$ cat src/hdl/bta_pkg.sv
// shared types and constants for the bakery ticket arbiter
package bta_pkg;

    localparam int NUM_REQUESTERS = 8;
    localparam int TICKET_BITS    = 16;

    localparam int IDX_W = (NUM_REQUESTERS > 1) ? $clog2(NUM_REQUESTERS) : 1;
    localparam int CNT_W = $clog2(NUM_REQUESTERS + 1);

    // fixed field widths on the ports
    localparam int CFG_W        = 4;
    localparam int REQ_W        = 3;
    localparam int OUT_TICKET_W = 16;
    localparam int IN_TDATA_W   = 8;
    localparam int OUT_TDATA_W  = 24;

    localparam logic [TICKET_BITS-1:0] TICKET_MAX = {TICKET_BITS{1'b1}};

    localparam logic [CFG_W-1:0] ACTIVE_RESET = CFG_W'(8);

    localparam logic MODE_REQUEST = 1'b0;
    localparam logic MODE_RELEASE = 1'b1;

    typedef enum logic [1:0] {
        S_IDLE,
        S_SCAN,
        S_DONE
    } t_state;

    // running result handed from cell to cell
    typedef struct packed {
        logic                   act;
        logic [TICKET_BITS-1:0] max;
        logic                   min_vld;
        logic [TICKET_BITS-1:0] min_t;
        logic [IDX_W-1:0]       min_idx;
    } t_scan;

    // event context broadcast to every cell
    typedef struct packed {
        logic [CNT_W-1:0] n;
        logic [IDX_W-1:0] who;
        logic             excl;
    } t_ctl;

    typedef struct packed {
        logic                   en;
        logic [TICKET_BITS-1:0] data;
    } t_wr;

endpackage

$ cat src/hdl/bakery_ticket_arbiter.sv
// bakery ticket arbiter: a scan token walks the row of slot cells, one slot per cycle
// a new event is taken only after the previous one has finished its scan through the cell row
// the result sits in an output register; the next event can be taken while it waits
// reset (synchronous, active low) clears all tickets and sets the active count to 8
module bakery_ticket_arbiter
    import bta_pkg::*;
(
    input  logic                   i_clk,
    input  logic                   i_rst_n,
    // config write: active_requesters
    input  logic                   i_cfg_valid,
    output logic                   o_cfg_ready,
    input  logic [CFG_W-1:0]       i_cfg_data,
    // events
    input  logic                   i_s_tvalid,
    output logic                   o_s_tready,
    input  logic [IN_TDATA_W-1:0]  i_s_tdata,   // [2:0] requester, rest zero
    input  logic                   i_s_tuser,   // [0] mode
    // results
    output logic                   o_m_tvalid,
    input  logic                   i_m_tready,
    output logic [OUT_TDATA_W-1:0] o_m_tdata    // [15:0] ticket_given, [16] grant_valid,
                                                // [19:17] granted_requester,
                                                // [20] ticket_overflow, [21] bad_index
);

    t_state r_state, n_state;

    logic [CFG_W-1:0]       r_cfg;
    logic                   r_go;
    logic                   r_mode;
    logic [REQ_W-1:0]       r_who;
    logic [CNT_W-1:0]       r_n;
    logic                   r_bad;
    logic                   r_out_valid;
    logic [OUT_TDATA_W-1:0] r_out_data;

    logic                   w_accept;
    logic                   w_load;
    logic [CNT_W-1:0]       w_n;
    logic                   w_bad;
    logic [IDX_W-1:0]       w_who_idx;
    t_ctl                   w_ctl;
    t_scan                  w_scan [0:NUM_REQUESTERS];
    t_wr                    w_wr   [0:NUM_REQUESTERS-1];
    t_scan                  w_last;

    logic                   w_ovf;
    logic [TICKET_BITS-1:0] w_given;
    logic                   w_is_req;
    logic                   w_gvalid;
    logic [IDX_W-1:0]       w_gidx;
    logic [TICKET_BITS-1:0] w_tout;

    assign o_cfg_ready = 1'b1;

    always_ff @(posedge i_clk) begin
        if (!i_rst_n) begin
            r_cfg <= ACTIVE_RESET;
        end else if (i_cfg_valid) begin
            r_cfg <= i_cfg_data;
        end
    end

    // effective count is the smaller of the register and the slot count
    assign w_n = (32'(r_cfg) > NUM_REQUESTERS) ? CNT_W'(NUM_REQUESTERS) : CNT_W'(r_cfg);
    assign w_bad = (32'(i_s_tdata[REQ_W-1:0]) >= 32'(w_n));

    always_comb begin
        n_state    = r_state;
        o_s_tready = 1'b0;
        w_load     = 1'b0;
        unique case (r_state)
            S_IDLE: begin
                o_s_tready = 1'b1;
                if (i_s_tvalid) begin
                    n_state = S_SCAN;
                end
            end
            S_SCAN: begin
                if (w_last.act) begin
                    n_state = S_DONE;
                end
            end
            S_DONE: begin
                if (!r_out_valid || i_m_tready) begin
                    w_load  = 1'b1;
                    n_state = S_IDLE;
                end
            end
            default: begin
                n_state = S_IDLE;
            end
        endcase
    end

    assign w_accept = i_s_tvalid && o_s_tready;

    always_ff @(posedge i_clk) begin
        if (!i_rst_n) begin
            r_state <= S_IDLE;
            r_go    <= 1'b0;
        end else begin
            r_state <= n_state;
            r_go    <= w_accept;
        end
    end

    always_ff @(posedge i_clk) begin
        if (w_accept) begin
            r_mode <= i_s_tuser;
            r_who  <= i_s_tdata[REQ_W-1:0];
            r_n    <= w_n;
            r_bad  <= w_bad;
        end
    end

    assign w_who_idx = IDX_W'(r_who);
    assign w_ctl     = '{n: r_n, who: w_who_idx, excl: !r_bad};

    assign w_scan[0] = '{act: r_go, max: '0, min_vld: 1'b0, min_t: '0, min_idx: '0};

    genvar k;
    generate
        for (k = 0; k < NUM_REQUESTERS; k++) begin : g_cell
            assign w_wr[k] = '{en:   w_load && !r_bad && (w_who_idx == IDX_W'(k)),
                               data: w_is_req ? w_given : '0};
            bta_cell u_cell (
                .i_clk   (i_clk),
                .i_rst_n (i_rst_n),
                .i_index (IDX_W'(k)),
                .i_ctl   (w_ctl),
                .i_wr    (w_wr[k]),
                .i_scan  (w_scan[k]),
                .o_scan  (w_scan[k+1])
            );
        end
    endgenerate

    assign w_last = w_scan[NUM_REQUESTERS];

    // new ticket and final grant once the scan has reached the end of the row
    always_comb begin
        w_ovf    = (w_last.max == TICKET_MAX);
        w_given  = w_ovf ? TICKET_MAX : (w_last.max + TICKET_BITS'(1));
        w_is_req = !r_bad && (r_mode == MODE_REQUEST);
        w_gvalid = w_last.min_vld;
        w_gidx   = w_last.min_idx;
        if (w_is_req) begin
            if (!w_last.min_vld || (w_given < w_last.min_t) ||
                ((w_given == w_last.min_t) && (w_who_idx < w_last.min_idx))) begin
                w_gvalid = 1'b1;
                w_gidx   = w_who_idx;
            end
        end
        if (!w_gvalid) begin
            w_gidx = '0;
        end
        w_tout = w_is_req ? w_given : '0;
    end

    always_ff @(posedge i_clk) begin
        if (!i_rst_n) begin
            r_out_valid <= 1'b0;
        end else if (w_load) begin
            r_out_valid <= 1'b1;
        end else if (i_m_tready) begin
            r_out_valid <= 1'b0;
        end
    end

    always_ff @(posedge i_clk) begin
        if (w_load) begin
            r_out_data <= {2'b00,
                           r_bad,
                           w_ovf && w_is_req,
                           REQ_W'(w_gidx),
                           w_gvalid,
                           OUT_TICKET_W'(w_tout)};
        end
    end

    assign o_m_tvalid = r_out_valid;
    assign o_m_tdata  = r_out_data;

endmodule

$ cat src/hdl/bta_cell.sv
// one ticket slot: holds its ticket and folds it into the passing max/min scan
module bta_cell
    import bta_pkg::*;
(
    input  logic             i_clk,
    input  logic             i_rst_n,
    input  logic [IDX_W-1:0] i_index,
    input  t_ctl             i_ctl,
    input  t_wr              i_wr,
    input  t_scan            i_scan,
    output t_scan            o_scan
);

    logic [TICKET_BITS-1:0] r_ticket;
    logic                   r_act;
    t_scan                  r_scan;
    t_scan                  n_scan;
    logic                   w_in_range;
    logic                   w_self;

    assign w_in_range = (CNT_W'(i_index) < i_ctl.n);
    // the event's own slot is left out of the min; for a request, top level folds in its new ticket
    assign w_self     = i_ctl.excl && (i_ctl.who == i_index);

    always_comb begin
        n_scan     = i_scan;
        n_scan.act = 1'b1;
        if (w_in_range && (r_ticket > i_scan.max)) begin
            n_scan.max = r_ticket;
        end
        if (w_in_range && !w_self && (r_ticket != '0) &&
            (!i_scan.min_vld || (r_ticket < i_scan.min_t))) begin
            n_scan.min_vld = 1'b1;
            n_scan.min_t   = r_ticket;
            n_scan.min_idx = i_index;
        end
    end

    always_ff @(posedge i_clk) begin
        if (!i_rst_n) begin
            r_ticket <= '0;
            r_act    <= 1'b0;
        end else begin
            r_act <= i_scan.act;
            if (i_wr.en) begin
                r_ticket <= i_wr.data;
            end
        end
    end

    always_ff @(posedge i_clk) begin
        if (i_scan.act) begin
            r_scan <= n_scan;
        end
    end

    always_comb begin
        o_scan     = r_scan;
        o_scan.act = r_act;
    end

endmodule
$ cat config.mk
export PLATFORM = sky130hd
export DESIGN_NAME = bakery_ticket_arbiter
export DESIGN_NICKNAME = d
export VERILOG_FILES = /design/src/hdl/bta_pkg.sv /design/src/hdl/bakery_ticket_arbiter.sv /design/src/hdl/bta_cell.sv
export SDC_FILE = /design/constraint.sdc
export NUM_CORES = 1
export LEC_CHECK = 0
export BUFFER_PORTS_ARGS = -buffer_cell sky130_fd_sc_hd__buf_2
export CORE_ASPECT_RATIO = 0.8
export CORE_MARGIN = 2
export CORE_UTILIZATION = 45
export DETAILED_ROUTE_END_ITERATION = 12
export SLEW_MARGIN = 10
export SYNTH_ARGS = -nofsm -noshare
export SYNTH_HDL_FRONTEND = slang
export SYNTH_SLANG_ARGS = --single-unit
$ cat constraint.sdc
create_clock -name i_clk -period 9.2 [get_ports i_clk]
set_input_delay 1.38 -clock i_clk [delete_from_list [all_inputs] [get_ports i_clk]]
set_output_delay 1.38 -clock i_clk [all_outputs]
set_load 0.02 [all_outputs]
### After elaboration in Yosys (flattened, before gate mapping)

Cells that the tools add are included.

| word-level totals | value |
|---|---|
| register bits after elaboration | 463 |
| bits of input ports | 18 |
| output and inout port bits | 27 |
| word-level logic and storage cells | 224 |

| operators by class | value |
|---|---|
| add/sub/neg operators | 1 |
| magnitude comparators | 27 |
| equality and inequality tests | 14 |
| muxes and demuxes | 31 |
| bitwise operators | 1 |
| reductions and logical operators | 92 |

Operators with widths:

| kind | count |
|---|---|
| two-way mux 16 bit | 9 |
| two-way mux 19 bit | 7 |
| less-than comparator 16 bit | 8 |
| nonzero test 16 bit | 8 |
| greater-than comparator 16 bit | 7 |
| logical AND 1 bit | 52 |
| two-way mux 20 bit | 1 |
| logical NOT 1 bit | 18 |
| adder 16 x 1 -> 16 bit (second input constant) | 1 |
| == test 16 bit | 1 |
| == test 16 bit (second input constant) | 1 |
| greater-than comparator 16 x 1 -> 1 bit (second input constant) | 1 |
| less-than comparator 3 x 4 -> 1 bit (first input constant) | 4 |
| == test 3 bit (second input constant) | 4 |
| logical OR 1 bit | 10 |
| less-than comparator 1 x 4 -> 1 bit (first input constant) | 2 |
| less-than comparator 2 x 4 -> 1 bit (first input constant) | 2 |
| two-way mux 1 bit | 7 |
| == test 3 x 2 -> 1 bit (second input constant) | 2 |
| two-way mux 2 bit | 3 |
| two-way mux 3 bit | 2 |
| one-hot mux 2 bit (3 select lines) | 1 |
| >= comparator 3 x 4 -> 1 bit | 1 |
| greater-than comparator 4 bit (second input constant) | 1 |
| other kinds (12) | 13 |

### Depth between registers and ports, before layout

| depth | value |
|---|---|
| depth after elaboration | 7 |
| mapped depth | 14 |
| gate-level depth less buffers | 14 |

### By module

A second synthesis with hierarchy kept.

| unflattened totals | value |
|---|---|
| cell total of the unflattened synthesis | 2320 |
| area, all modules | 27253.6 um2 |

Modules (own cells, without submodules):

| module | instances | cells an instance | area an instance (um2) | sequential area each (um2) |
|---|---|---|---|---|
| bta_cell | 8 | 258 | 3099.2 | 1421.4 |
| bakery_ticket_arbiter | 1 | 256 | 2459.9 | 1091.0 |

### Worst setup path before layout

Ideal clock, no wire load.

| path | value |
|---|---|
| path kind | register -> register |
| start | register g_cell[7].u_cell.r_scan (netlist bit g_cell[7].u_cell.o_scan[20]) |
| end | register r_out_data[17] (netlist: o_m_tdata[17]), data pin |
| setup time | 0.269 ns |
| arrival | 3.022 ns |
| required time | 8.931 ns |
| slack | 5.909 ns |
| stages on the path, launching flop included | 15 |
| path buffers | 0 |
| period minus slack after synthesis | 3.291 ns |
| cell sequence | edfxtp_1 -> ha_1 -> nand4_1 -> nor2_1 -> nand4_1 -> xnor2_1 -> a21oi_1 -> inv_1 -> ha_1 -> and3_1 -> a221o_1 -> o211ai_1 -> a32oi_1 -> o21ai_0 -> a21oi_1 |

| on the way | value |
|---|---|
| longest elaborated chain between the ends | 7 |
| elaborated cells on any way between the ends | 12 |
| classes of those cells | add/sub (1); order compare (1); eq/ne (2); mux (5); reduce/logical (3) |

Ends and longest elaborated chain:

| what | line | RTL |
|---|---|---|
| start: declaration | bta_cell.sv:16 | `t_scan r_scan;` |
| start signal: assignment | bta_cell.sv:53 | `r_scan <= n_scan;` |
| adder 16 x 1 -> 16 bit or == test 16 bit (tied branches) | bakery_ticket_arbiter.sv:145, bakery_ticket_arbiter.sv:144 |  |
| two-way mux 16 bit (*) | bakery_ticket_arbiter.sv:145 | `w_given = w_ovf ? TICKET_MAX : (w_last.max + TICKET_BITS'(1));` |
| less-than comparator 16 bit or == test 16 bit (tied branches) | bakery_ticket_arbiter.sv:150, bakery_ticket_arbiter.sv:151 |  |
| logical OR 1 bit or logical AND 1 bit (tied branches) | bakery_ticket_arbiter.sv:150, bakery_ticket_arbiter.sv:151 |  |
| logical OR 1 bit (*) | bakery_ticket_arbiter.sv:150 | `if (!w_last.min_vld \|\| (w_given < w_last.min_t) \|\|` |
| two-way mux 3 bit or two-way mux 1 bit (tied branches) | bakery_ticket_arbiter.sv:150 |  |
| two-way mux 3 bit or two-way mux 1 bit (tied branches) | bakery_ticket_arbiter.sv:149 | `if (w_is_req) begin` |
| end signal: assignment | bakery_ticket_arbiter.sv:174 | `r_out_data <= {2'b00,` |
| end: declaration | bakery_ticket_arbiter.sv:36 | `logic [OUT_TDATA_W-1:0] r_out_data;` |

Mark *: on every way between the ends. The rest lies on a longest branch, timed or not.
A chain may end at the register's enable or synchronous reset.

### Worst setup path after layout

| path | value |
|---|---|
| start | register g_cell[7].u_cell.r_scan (netlist bit g_cell[7].u_cell.o_scan[22]) |
| end | register r_out_data[18] (netlist: o_m_tdata[18]), data pin |

Same word-level chain as after synthesis.

==> results.yml <==
outcome:
  status: "complete, no violations"
layout:
  layout_commonest_cell: "edfxtp_1"
  drive_gt1_frac: 0.159
  syn_to_final_growth_pct: 10.6
  fin_nets: 2464
  final_cells: 2949
  final_cell_mix: "edfxtp_1, inv_1, ha_1, mux2_2, nand2_1"
  n_antenna_cell: 0
  finish.instance_area_mm2: 0.0268
synth:
  synthFlopType: "edfxtp_1"
  syn_inst: 2158
  yosysUniqueCellTypes: 74
  syn_area_mm2: 0.0242
  yosys_warnings: 0
  ys_seq_elements: 456
  synth_area_per_cell_um2: 11.2
  synth-edff-count: 312
  ys_async_sr_fraction: 0
  ys_seq_area_frac: 0.506
cts:
  hold_buffers: 0
  post_cts_buffers: 0
  numCtsBuffers: 48
  clk_latency_ns: 0.60
  cts_tree: "built"
  clock_sinks: 456
  htreeDepth: 2
  cts_resized: 0
  clkSlewWorstSetupHoldPaths_ns: 0.06
  cts-root-buf: "clkbuf_16"
  clock_path_buffers: 3
routing:
  detail_route.vias_per_cell: 5.72
  wl_per_cell_um: 22.9
  finalWirelength_um: 67400
  drtPass1Iterations: 6
  drt_iter0_drc: 1511
  routed-via-count: 16900
  postRouteAntennaNets: 0
  drc: 0
sta:
  timing.final.ws_setup_ns: 5.00
  slew_viol_final: 0
  clock_skew_ns: 0.0364
  grt_setup_unrepaired: "no"
  slew_headroom: 0.191
  setup_tns_ns: 0
  max_freq_mhz: 238
  tightest_slew_ns: 1.21
  finalCritPeriodShare: 0.456
  hold_viol: 0
  period_needed_ns: 4.20
  final-setup-viol-count: 0
placement:
  dp.cells: 2859
  dpl_cell_area_mm2: 0.0252
  hpwl_um: 47900
  post-place-ws_ns: 5.03
  gp_congestion: 0.921
  portBuffers: 36
grt:
  antenna_found_initial: 0
  grtUsageTotal: 0.244
  grt_max_degree: 77
  gr-total-overflow: 0
  grt_pass1_vias: 16400
  grt_pass1_wl_um: 102000
power_and_ir_drop:
  total_power_uw: 4280
  power_switching_uw: 907
  power.static_leakage_uw: 0.0110
  seqPwrFrac: 0.515
  sw_frac_of_total: 0.212
  power_density_mw_per_mm2: 160
  p_clk_frac: 0.463
  comb_power_share: 0.022
  peakVddDrop_uv: 155
  internal_power_uw: 3380
critical_path:
  endpoint_kind: "flip-flop"
  startpoint_type: "flip-flop"
  critPathBufInv: 1
  critPathKind: "flip-flop to flip-flop"
  worstPathCellList: "and4_1, nand4_1, nor3_1, nand3_1, mux2i_2, inv_1, ha_1, and4_1, nand4_1, o41ai_1, a32oi_1, o21ai_0, a21oi_1"
  cp_data_arrival_time_ns: 4.53
  required_ns: 9.54
  crit_family: "simple AND/OR/NAND/NOR gates"
  r2r_setup_slack_ns: 5.00
  cp_max_fo: 10
  cpPeakStageDelay_ns: 0.84
  slowest_stage: "mux2i_2"
min_path:
  worstHoldPathType: "flip-flop to flip-flop"
floorplan:
  io_pins: 45
  die_h_um: 212
  num_rows: 76
  fp.dieW_um: 263
  core_mm2: 0.0535
  die-area_mm2: 0.0557
  initial_core_util: 0.453
flow_run:
  maxCapViolations: 0
==> cell type report <==
| class | count | area, um^2 |
|---|---|---|
| Fill cell | 4713 | 26800 |
| Clock inverter | 24 | 241 |
| Inverter | 264 | 991 |
| Multi-Input combinational cell | 1382 | 10700 |
| Timing Repair Buffer | 55 | 325 |
| Tap cell | 702 | 878 |
| Clock buffer | 66 | 1370 |
| Sequential cell | 456 | 12300 |
==> per-layer routing <==
metal  wire length (um)  track usage  up-vias
met5                  0            0        -
met4               1670       0.0696        0
met3               4380       0.0341       81
met2              27900        0.354      560
met1              33500        0.377     8276
li1                   -            -     7965
==> sequential cells by signal, indices dropped and copies added, names as in the netlist <==
signal	cells
r_state	2
g_cell.u_cell.r_act	8
r_mode	1
o_m_tdata	22
g_cell.u_cell.r_ticket	128
g_cell.u_cell.o_scan	281
r_cfg	4
r_who	3
r_n	4
r_go	1
o_m_tvalid	1
r_bad	1
==> cell usage after synthesis, types with 4 or more instances <==
| cell | n | area (um^2) |
|---|---|---|
| nand2_1 | 146 | 548 |
| a21boi_1 | 24 | 180 |
| inv_1 | 263 | 987 |
| nand2b_1 | 15 | 93.8 |
| buf_2 | 16 | 80.1 |
| buf_4 | 5 | 37.5 |
| a2111o_1 | 4 | 45.0 |
| a31oi_1 | 8 | 50.1 |
| o211ai_1 | 15 | 113 |
| mux2_2 | 192 | 2160 |
| nor3_1 | 11 | 55.1 |
| dfxtp_1 | 144 | 2880 |
| mux2_1 | 24 | 270 |
| and2_1 | 47 | 294 |
| or2_2 | 10 | 62.6 |
| nor2_1 | 48 | 180 |
| xnor2_1 | 4 | 35.0 |
| ha_1 | 239 | 2990 |
| o21ai_0 | 125 | 626 |
| xor2_1 | 4 | 35.0 |
| or2_1 | 6 | 37.5 |
| a32o_1 | 8 | 80.1 |
| clkbuf_1 | 27 | 101 |
| buf_1 | 8 | 30.0 |
| mux2i_1 | 5 | 50.1 |
| a21oi_1 | 101 | 505 |
| and4_1 | 9 | 78.8 |
| nor4_1 | 38 | 238 |
| a211oi_1 | 8 | 60.1 |
| nor2b_1 | 21 | 131 |
| mux2_4 | 8 | 120 |
| and3_1 | 6 | 37.5 |
| or4_1 | 5 | 37.5 |
| edfxtp_1 | 312 | 9370 |
| a21o_1 | 18 | 135 |
| o21ai_1 | 22 | 110 |
| nand3_1 | 118 | 591 |
| nand4_1 | 45 | 282 |
==> cells by family after synthesis <==
| family | Yosys count | share of synthesized area |
|---|---|---|
| other cells | 2 | 0.000310 |
| flops | 456 | 0.506 |
| simple gates | 534 | 0.114 |
| fa+ha+maj | 239 | 0.123 |
| xor+xnor | 8 | 0.00289 |
| mux | 230 | 0.108 |
| compound gates | 368 | 0.0943 |
| buf+inv | 321 | 0.0518 |
==> worst paths after layout <==
kind,start,endpoint,cells past startpoint
worst max-delay path,g_cell[7].u_cell.o_scan[22]$_DFFE_PP_,o_m_tdata[18]$_SDFFCE_PN0P_,13
worst min-delay path,r_state[1]$_SDFFE_PN0P_,r_state[0]$_SDFFE_PN0P_,1
worst max register to register,g_cell[7].u_cell.o_scan[22]$_DFFE_PP_,o_m_tdata[18]$_SDFFCE_PN0P_,13
worst min register to register,r_state[1]$_SDFFE_PN0P_,r_state[0]$_SDFFE_PN0P_,1
==> through the flow <==
step           hold WS, ns  utilization
5_1_grt              0.502        0.500
6_report             0.483        0.500
2_1_floorplan        0.421            -
4_1_cts              0.486        0.500
3_3_place_gp         0.466        0.470
3_5_place_dp         0.472        0.470
==> power by group through the flow <==
stage | sequential, uW | clock [uW] | combinational [uW]
3_3_place_gp | 2250 | 0 | 89.8
5_1_grt | 2210 | 2100 | 100
4_1_cts | 2200 | 2020 | 92.7
2_1_floorplan | 2240 | 0 | 53.2
3_5_place_dp | 2250 | 0 | 92.0
6_report | 2210 | 1980 | 93.5
Power figures use the tool's default switching activity.
